==> src/design/cossim_pkg.sv <==
// Shared types and widths for the cosine similarity core.
// Used by cosine_similarity_core and its bound checker; no dependencies.
package cossim_pkg;

  localparam int ELEM_W        = 16;  // port width of one vector element
  localparam int SIM_W         = 16;  // Q1.15 result width
  localparam int ELEM_BITS_DEF = 16;  // element bits taken from each port field

  localparam int DOT_W  = 42;              // signed dot product accumulator
  localparam int NORM_W = 41;              // unsigned squared-norm accumulators
  localparam int PROD_W = 2 * NORM_W;      // normA * normB
  localparam int ROOT_W = NORM_W;          // isqrt(normA * normB)
  localparam int REM_W  = ROOT_W + 3;      // square root partial remainder
  localparam int ALU_W  = PROD_W + 2;      // shared add / subtract unit
  localparam int Q_W    = SIM_W;           // quotient bits kept by the divider
  localparam int CNT_W  = $clog2(NORM_W);  // step counter

  localparam logic [Q_W-1:0] SIM_MAX = {1'b0, {(Q_W-1){1'b1}}};

  typedef struct packed {
    logic signed [ELEM_W-1:0] a_elem;
    logic signed [ELEM_W-1:0] b_elem;
    logic                     last;
  } elem_t;

  typedef struct packed {
    logic signed [SIM_W-1:0] similarity;
    logic                    zero_norm;
  } res_t;

endpackage

==> src/design/cosine_similarity_core.sv <==
// Streaming cosine similarity of two Q1.15 vectors with one shared multiplier
// and one shared wide add/subtract unit. Depends on cossim_pkg.
//
// Element pairs arrive on the elem channel, one item per pair, and the pair
// marked last closes the vector. Each pair occupies the block for its accept
// cycle plus three passes through the single element multiplier (a*b, a*a,
// b*b), each folded into a saturating accumulator. After the last pair the
// block works on its own before the result item is registered: a zero-norm
// check, a 41-step shift-add product normA*normB, a 41-step digit-by-digit
// square root and a 16-step restoring divide, all on the same 84-bit
// add/subtract unit. A vector with a zero norm skips straight from the check
// to the result. The result sits in an output register, so the next vector's
// pairs are taken while it waits; the block stalls only when a new result is
// ready and the previous one is still not taken.
// similarity = trunc(dot * 32768 / isqrt(normA * normB)), saturated to Q1.15;
// zero_norm flags a zero vector and forces similarity to 0.
module cosine_similarity_core #(
  parameter int ELEM_BITS = cossim_pkg::ELEM_BITS_DEF
) (
  input  logic               clk,
  input  logic               rst,
  input  logic               elem_valid,
  output logic               elem_ready,
  input  cossim_pkg::elem_t  elem,
  output logic               res_valid,
  input  logic               res_ready,
  output cossim_pkg::res_t   res
);

  localparam int DOT_W  = cossim_pkg::DOT_W;
  localparam int NORM_W = cossim_pkg::NORM_W;
  localparam int PROD_W = cossim_pkg::PROD_W;
  localparam int ROOT_W = cossim_pkg::ROOT_W;
  localparam int REM_W  = cossim_pkg::REM_W;
  localparam int ALU_W  = cossim_pkg::ALU_W;
  localparam int Q_W    = cossim_pkg::Q_W;
  localparam int CNT_W  = cossim_pkg::CNT_W;

  localparam int MUL_W  = 2 * ELEM_BITS;
  localparam int DSUM_W = ((MUL_W > DOT_W) ? MUL_W : DOT_W) + 1;
  localparam int NSUM_W = ((MUL_W > NORM_W) ? MUL_W : NORM_W) + 1;

  localparam logic [DOT_W-1:0] DOT_MAX = {1'b0, {(DOT_W-1){1'b1}}};
  localparam logic [DOT_W-1:0] DOT_MIN = {1'b1, {(DOT_W-1){1'b0}}};

  // sequencer states
  localparam logic [2:0] S_IDLE = 3'd0;  // take the next pair
  localparam logic [2:0] S_MAC  = 3'd1;  // three multiply-accumulate passes
  localparam logic [2:0] S_CHK  = 3'd2;  // zero-norm check, set up product
  localparam logic [2:0] S_MULT = 3'd3;  // normA * normB, one bit of normB per cycle
  localparam logic [2:0] S_SQRT = 3'd4;  // square root, one root bit per cycle
  localparam logic [2:0] S_DCHK = 3'd5;  // quotient overflow check
  localparam logic [2:0] S_DIV  = 3'd6;  // restoring divide, one bit per cycle
  localparam logic [2:0] S_OUT  = 3'd7;  // hand result to the output register

  localparam logic [1:0] K_DOT = 2'd0;
  localparam logic [1:0] K_NA  = 2'd1;
  localparam logic [1:0] K_NB  = 2'd2;

  // control
  logic [2:0]       state;
  logic [1:0]       k;
  logic [CNT_W-1:0] cnt;
  logic             last_flag;

  // element operands and accumulators
  logic signed [ELEM_BITS-1:0] a_val;
  logic signed [ELEM_BITS-1:0] b_val;
  logic signed [DOT_W-1:0]     dot_acc;
  logic [NORM_W-1:0]           norm_a;
  logic [NORM_W-1:0]           norm_b;

  // end-of-vector datapath
  logic [PROD_W-1:0] wide_acc;   // product, then radicand shifted out two bits a step
  logic [NORM_W-1:0] nb_sh;
  logic [ROOT_W-1:0] root;
  logic [REM_W-1:0]  rem;
  logic [DOT_W-1:0]  mag;
  logic              neg;
  logic [Q_W-1:0]    q;
  logic [Q_W-1:0]    nlow;       // low dividend bits still to bring down
  logic              res_sat;
  logic              res_zero;

  // ---------------------------------------------------------------------------
  // Element multiplier and saturating accumulate
  // ---------------------------------------------------------------------------
  logic signed [ELEM_BITS-1:0] mul_x;
  logic signed [ELEM_BITS-1:0] mul_y;
  logic signed [MUL_W-1:0]     mul_out;
  logic signed [DSUM_W-1:0]    dot_sum;
  logic [DSUM_W-DOT_W:0]       dot_hi;
  logic [DOT_W-1:0]            dot_next;
  logic [NORM_W-1:0]           norm_old;
  logic [NSUM_W-1:0]           norm_sum;
  logic [NORM_W-1:0]           norm_next;

  always_comb begin
    case (k)
      K_DOT: begin
        mul_x = a_val;
        mul_y = b_val;
      end
      K_NA: begin
        mul_x = a_val;
        mul_y = a_val;
      end
      default: begin
        mul_x = b_val;
        mul_y = b_val;
      end
    endcase
  end

  assign mul_out = mul_x * mul_y;

  assign dot_sum  = DSUM_W'(dot_acc) + DSUM_W'(mul_out);
  assign dot_hi   = dot_sum[DSUM_W-1:DOT_W-1];
  // clamp when the accumulator's sign bit and the bits above it disagree
  assign dot_next = ((&dot_hi) || !(|dot_hi)) ? dot_sum[DOT_W-1:0] :
                    (dot_sum[DSUM_W-1] ? DOT_MIN : DOT_MAX);

  assign norm_old  = (k == K_NA) ? norm_a : norm_b;
  assign norm_sum  = NSUM_W'(norm_old) + NSUM_W'($unsigned(mul_out));
  assign norm_next = (|norm_sum[NSUM_W-1:NORM_W]) ? {NORM_W{1'b1}} : norm_sum[NORM_W-1:0];

  // ---------------------------------------------------------------------------
  // Shared add / subtract unit: product, square root and divide steps
  // ---------------------------------------------------------------------------
  logic [ALU_W-1:0]  alu_x;
  logic [ALU_W-1:0]  alu_y;
  logic              alu_sub;
  logic [ALU_W:0]    alu_sum;
  logic [ALU_W-1:0]  alu_res;
  logic              alu_ge;
  logic [REM_W-1:0]  rem_sh;
  logic [ROOT_W:0]   div_sh;

  // bring down the next two radicand bits / the next dividend bit
  assign rem_sh = {rem[REM_W-3:0], wide_acc[PROD_W-1 -: 2]};
  assign div_sh = {rem[ROOT_W-1:0], nlow[Q_W-1]};

  always_comb begin
    alu_x   = '0;
    alu_y   = '0;
    alu_sub = 1'b0;
    case (state)
      S_MULT: begin
        alu_x = ALU_W'({wide_acc, 1'b0});
        alu_y = nb_sh[NORM_W-1] ? ALU_W'(norm_a) : '0;
      end
      S_SQRT: begin
        alu_x   = ALU_W'(rem_sh);
        alu_y   = ALU_W'({root, 2'b01});
        alu_sub = 1'b1;
      end
      S_DCHK: begin
        alu_x   = ALU_W'(mag[DOT_W-1:1]);
        alu_y   = ALU_W'(root);
        alu_sub = 1'b1;
      end
      S_DIV: begin
        alu_x   = ALU_W'(div_sh);
        alu_y   = ALU_W'(root);
        alu_sub = 1'b1;
      end
      default: begin
        alu_x   = '0;
        alu_y   = '0;
        alu_sub = 1'b0;
      end
    endcase
  end

  assign alu_sum = {1'b0, alu_x} + {1'b0, (alu_sub ? ~alu_y : alu_y)} + (ALU_W+1)'(alu_sub);
  assign alu_res = alu_sum[ALU_W-1:0];
  assign alu_ge  = alu_sum[ALU_W];  // carry out of a subtract: x >= y

  // ---------------------------------------------------------------------------
  // Result formatting and element sign handling
  // ---------------------------------------------------------------------------
  logic [DOT_W-1:0]           mag_in;
  logic [Q_W-1:0]             sim_fmt;
  logic [ELEM_BITS-1:0]       a_raw;
  logic [ELEM_BITS-1:0]       b_raw;

  assign mag_in = dot_acc[DOT_W-1] ? DOT_W'(unsigned'(-dot_acc)) : DOT_W'(unsigned'(dot_acc));

  always_comb begin
    if (res_zero) begin
      sim_fmt = '0;
    end else if (neg) begin
      sim_fmt = (res_sat || q[Q_W-1]) ? {1'b1, {(Q_W-1){1'b0}}} : (~q + 1'b1);
    end else begin
      sim_fmt = (res_sat || (q >= cossim_pkg::SIM_MAX)) ? cossim_pkg::SIM_MAX : q;
    end
  end

  // take the low ELEM_BITS bits of each field as two's complement
  assign a_raw = ELEM_BITS'($unsigned(elem.a_elem));
  assign b_raw = ELEM_BITS'($unsigned(elem.b_elem));

  assign elem_ready = (state == S_IDLE);

  // ---------------------------------------------------------------------------
  // Sequencer
  // ---------------------------------------------------------------------------
  always_ff @(posedge clk) begin
    if (rst) begin
      state     <= S_IDLE;
      k         <= K_DOT;
      cnt       <= '0;
      last_flag <= 1'b0;
      dot_acc   <= '0;
      norm_a    <= '0;
      norm_b    <= '0;
      res_valid <= 1'b0;
    end else begin
      // drain the output register; in S_OUT the reload below owns res_valid
      if (res_valid && res_ready && (state != S_OUT)) begin
        res_valid <= 1'b0;
      end

      case (state)
        S_IDLE: begin
          if (elem_valid) begin
            a_val     <= a_raw;
            b_val     <= b_raw;
            last_flag <= elem.last;
            k         <= K_DOT;
            state     <= S_MAC;
          end
        end

        S_MAC: begin
          case (k)
            K_DOT: begin
              dot_acc <= dot_next;
              k       <= K_NA;
            end
            K_NA: begin
              norm_a <= norm_next;
              k      <= K_NB;
            end
            default: begin
              norm_b <= norm_next;
              k      <= K_DOT;
              state  <= last_flag ? S_CHK : S_IDLE;
            end
          endcase
        end

        S_CHK: begin
          res_sat <= 1'b0;
          neg     <= dot_acc[DOT_W-1];
          mag     <= mag_in;
          if ((norm_a == '0) || (norm_b == '0)) begin
            res_zero <= 1'b1;
            state    <= S_OUT;
          end else begin
            res_zero <= 1'b0;
            wide_acc <= '0;
            nb_sh    <= norm_b;
            cnt      <= CNT_W'(NORM_W - 1);
            state    <= S_MULT;
          end
        end

        S_MULT: begin
          wide_acc <= alu_res[PROD_W-1:0];
          nb_sh    <= {nb_sh[NORM_W-2:0], 1'b0};
          if (cnt == '0) begin
            rem   <= '0;
            root  <= '0;
            cnt   <= CNT_W'(ROOT_W - 1);
            state <= S_SQRT;
          end else begin
            cnt <= cnt - 1'b1;
          end
        end

        S_SQRT: begin
          wide_acc <= {wide_acc[PROD_W-3:0], 2'b00};
          if (alu_ge) begin
            rem  <= alu_res[REM_W-1:0];
            root <= {root[ROOT_W-2:0], 1'b1};
          end else begin
            rem  <= rem_sh;
            root <= {root[ROOT_W-2:0], 1'b0};
          end
          if (cnt == '0) begin
            state <= S_DCHK;
          end else begin
            cnt <= cnt - 1'b1;
          end
        end

        S_DCHK: begin
          // quotient of at least 2^16 saturates either way
          if (alu_ge) begin
            res_sat <= 1'b1;
            state   <= S_OUT;
          end else begin
            rem   <= REM_W'(mag[DOT_W-1:1]);
            q     <= '0;
            nlow  <= {mag[0], {(Q_W-1){1'b0}}};
            cnt   <= CNT_W'(Q_W - 1);
            state <= S_DIV;
          end
        end

        S_DIV: begin
          nlow <= {nlow[Q_W-2:0], 1'b0};
          if (alu_ge) begin
            rem <= REM_W'(alu_res[ROOT_W:0]);
            q   <= {q[Q_W-2:0], 1'b1};
          end else begin
            rem <= REM_W'(div_sh);
            q   <= {q[Q_W-2:0], 1'b0};
          end
          if (cnt == '0) begin
            state <= S_OUT;
          end else begin
            cnt <= cnt - 1'b1;
          end
        end

        S_OUT: begin
          // hold until the output register is free, then clear for the next vector
          if (!res_valid || res_ready) begin
            res.similarity <= $signed(sim_fmt);
            res.zero_norm  <= res_zero;
            res_valid      <= 1'b1;
            dot_acc        <= '0;
            norm_a         <= '0;
            norm_b         <= '0;
            state          <= S_IDLE;
          end
        end

        default: begin
          state <= S_IDLE;
        end
      endcase
    end
  end

endmodule

==> config.mk <==
export PLATFORM = sky130hd
export DESIGN_NAME = cosine_similarity_core
export DESIGN_NICKNAME = d
export VERILOG_FILES = /design/src/design/cossim_pkg.sv /design/src/design/cosine_similarity_core.sv
export SDC_FILE = /design/constraint.sdc
export NUM_CORES = 2
export LEC_CHECK = 0
export BUFFER_PORTS_ARGS = -buffer_cell sky130_fd_sc_hd__buf_2
export CORE_MARGIN = 5
export CORE_UTILIZATION = 35
export DETAILED_ROUTE_END_ITERATION = 8
export PLACE_DENSITY = 0.51
export RECOVER_POWER = 50
export SYNTH_ARGS = -nofsm -noshare
export SYNTH_HDL_FRONTEND = slang
export SYNTH_SLANG_ARGS = --single-unit
export TNS_END_PERCENT = 5
==> constraint.sdc <==
create_clock -name clk -period 27.6 [get_ports clk]
set_input_delay 2.76 -clock clk [delete_from_list [all_inputs] [get_ports clk]]
set_output_delay 2.76 -clock clk [all_outputs]
set_load 0.02 [all_outputs]
==> flow_metrics.env <==
export IMPL_worst_ep_required_time_ns=28.12
export IMPL_ys_ff_latch=454
export IMPL_synth_warning_count=0
export IMPL_routedWlPerCell_um=21.04
export IMPL_die_w_um=350.7
export IMPL_num_fill_cells=11830
export IMPL_dieArea_mm2=0.1230
export IMPL_cts_tree="built"
export IMPL_crit_path_top_delay_cell="nand2_1"
export IMPL_start_util_pct=35.09
export IMPL_cts_hold_buffers=0
export IMPL_ant_nets=0
export IMPL_cts_sinks=454
export IMPL_cts_buffers=58
export IMPL_synth_fp_nets=5124
export IMPL_crit_type="reg -> reg"
export IMPL_use_met3_pct=2.310
export IMPL_worst_pin_slew_ns=2.726
export IMPL_r2r_start="k[1]"
export IMPL_finalHoldViolations=0
export IMPL_clockBufferDepth=3
export IMPL_yosysTopAreaCellShare_pct=23.44
export IMPL_synth_edf_count=317
export IMPL_fmax_mhz=84.48
export IMPL_num_io_pins=56
export IMPL_avgSynthCellArea_um2=8.876
export IMPL_worstSetupStartpoint="k[1]"
export IMPL_mostFrequentLayoutCells="nand2_1 (637), nor2_1 (381), inv_1 (374)"
export IMPL_async_flop_share_pct=0
export IMPL_run_status="complete, but fails checks"
export IMPL_rsz0062_at_grt="false"
export IMPL_yosysSeqAreaShare_pct=30.19
export IMPL_finalMaxSlewViolations=544
export IMPL_clockRootBuffer="clkbuf_16"
export IMPL_slew_headroom_pct=-82.43
export IMPL_antenna_found_initial=1
export IMPL_fin_crit_ns=11.84
export IMPL_yosysTopAreaCell="edfxtp_1"
export IMPL_skew_ns=0.08040
export IMPL_clk_latency_ns=0.69
export IMPL_use_met1_pct=28.67
export IMPL_drt_pass1_iter_count=5
export IMPL_insertedDiodeCount=0
export IMPL_cts_resized=0
export IMPL_grt_pass1_vias=33130
export IMPL_setup_tns_final_ns=0
export IMPL_post_cts_buffers=0
export IMPL_met2_usage_pct=33.67
export IMPL_clk_pin_slew_ns=0.06
export IMPL_hpwl_um=97970
export IMPL_max_stage_delay_ns=0.76
export IMPL_coreArea_mm2=0.1157
export IMPL_cp_end_kind="register"
export IMPL_route_vias_total=33590
export IMPL_maxCapViolCount=14
export IMPL_finalSetupViolCount=0
export IMPL_synth_area_leaders="edfxtp_1 (23%), fa_1 (13%), ha_1 (7.6%)"
export IMPL_grt_pass1_wl_um=198900
export IMPL_drc=0
export IMPL_syn2layout_area_growth_pct=9.353
export IMPL_drive_above_1_share_pct=6.909
export IMPL_die_y_um=350.7
export IMPL_gp_congestion=0.8976
export IMPL_violations="capacitance limit, slew limit"
export IMPL_top_usage_layer="met2"
export IMPL_synthFlopType="edfxtp_1"
export IMPL_arrival_ns=12.36
export IMPL_hp_class="reg -> reg"
export IMPL_cts_max_level=2
export IMPL_rows=125
export IMPL_portBuffers=55
export IMPL_syn_inst=4576
export IMPL_drt_iter0_drc=2864
export IMPL_path_max_fanout=40
export IMPL_gr_total_overflow=0
export IMPL_fin_nets=5072
export IMPL_via_per_inst=5.508
export IMPL_grt_start_max_net_pins=142
export IMPL_final_common_cell="nand2_1"
export IMPL_crit_top_cell="fa_1"
export IMPL_ys_types=84
export IMPL_finalCritPeriodShare_pct=42.89
export IMPL_holdCritStartpoint="cnt[5]"
export IMPL_synth_area_mm2=0.04062
export IMPL_cp_start_kind="register"
export IMPL_grt_use_total_pct=20.57
export IMPL_drt_total_wl_um=128300
-- synthesized netlist by cell type (all sizes together) (9+ instances only) --
| library cell | instances |
|---|---|
| a21oi | 271 |
| or3 | 29 |
| nand4 | 53 |
| a21o | 96 |
| fa | 265 |
| a221o | 21 |
| and3 | 68 |
| buf | 38 |
| a22oi | 110 |
| ha | 246 |
| or4 | 10 |
| o41ai | 13 |
| and2 | 50 |
| nor3 | 50 |
| xor2 | 60 |
| nor2b | 28 |
| o21bai | 31 |
| xnor2 | 154 |
| a22o | 54 |
| inv | 374 |
| a32o | 11 |
| o31ai | 29 |
| mux2 | 87 |
| a31oi | 34 |
| nand3 | 81 |
| mux2i | 69 |
| a211o | 9 |
| dfxtp | 137 |
| nand2 | 638 |
| nand2b | 28 |
| o21a | 15 |
| clkbuf | 193 |
| a211oi | 47 |
| or2 | 18 |
| a221oi | 12 |
| o21ai | 292 |
| nor2 | 387 |
| o211ai | 32 |
| nor4 | 30 |
| edfxtp | 317 |
-- logic make-up after synthesis --
group / after synthesis / synth area share [%]
AND/OR/NAND/NOR: 1491 / 16.48
adder cells (fa/ha/maj): 512 / 20.66
multiplexers: 156 / 4.113
AO/OA/AOI/OAI: 1142 / 18.26
flip-flops: 454 / 30.19
XOR/XNOR: 214 / 4.615
buffers and inverters: 607 / 5.675
-- state kept, by name, summed over array words and instances, names as in the netlist, 3 cells and up --
name,flops
a_val,16
b_val,16
cnt,6
dot_acc,42
mag,42
nb_sh,41
norm_a,41
norm_b,41
q,16
rem,42
res,17
root,41
state,3
wide_acc,82
-- per-layer routing --
metal / wire (µm) / vias to the layer above / part of all wire (%)
met3: 7129 / 169 / 5.6
li1: - / 16060 / -
met1: 58570 / 16340 / 46
met5: 0 / - / 0
met2: 58640 / 1026 / 46
met4: 3964 / 0 / 3.1
-- per-stage QoR --
| stage | cells | instance area [µm²] | util [%] | hold slack, ns | setup WS, ns |
|---|---|---|---|---|---|
| 4_1_cts | 6098 | 44590 | 38.53 | 0.4723 | 15.68 |
| 5_1_grt | 6098 | 44410 | 38.38 | 0.4929 | 14.81 |
| 3_3_place_gp | 5988 | 42540 | 36.75 | 0.4512 | 16.14 |
| 6_report | 6098 | 44410 | 38.38 | 0.4719 | 15.76 |
| 3_5_place_dp | 5988 | 42540 | 36.75 | 0.4661 | 15.81 |
| 2_1_floorplan | 4576 | 40620 | - | 0.4244 | 16.64 |
-- worst max-delay path, delay by kind of cell, from the launching register on --
family          cells  cell delay (ns)
simple gates        5             2.01
mux                 1             0.70
buf+inv             5             0.73
flops               1             0.34
fa+ha+maj           8             4.01
xor+xnor            1             0.31
compound gates     11             3.50
-- path summary, 6_finish.rpt --
kind                  to  slack, ns  cells past startpoint
max reg2reg  dot_acc[27]      15.76                     31
min reg2reg       cnt[5]       0.47                      2
max          dot_acc[27]      15.76                     31
min               cnt[5]       0.47                      2
-- area by class of cell --
class	instances	area [µm²]	area share (%)
clock buffer	70	1599	3.600
clock inverter	40	452.9	1.020
inverter	376	1411	3.178
multi-input combinational	3515	26100	58.77
sequential	454	12260	27.61
tap	1524	1907	4.293
timing repair buffer	119	678.2	1.527
Power is not shown: default switching activity piles up to over one toggle a cycle in this logic, so the estimate is an artifact.
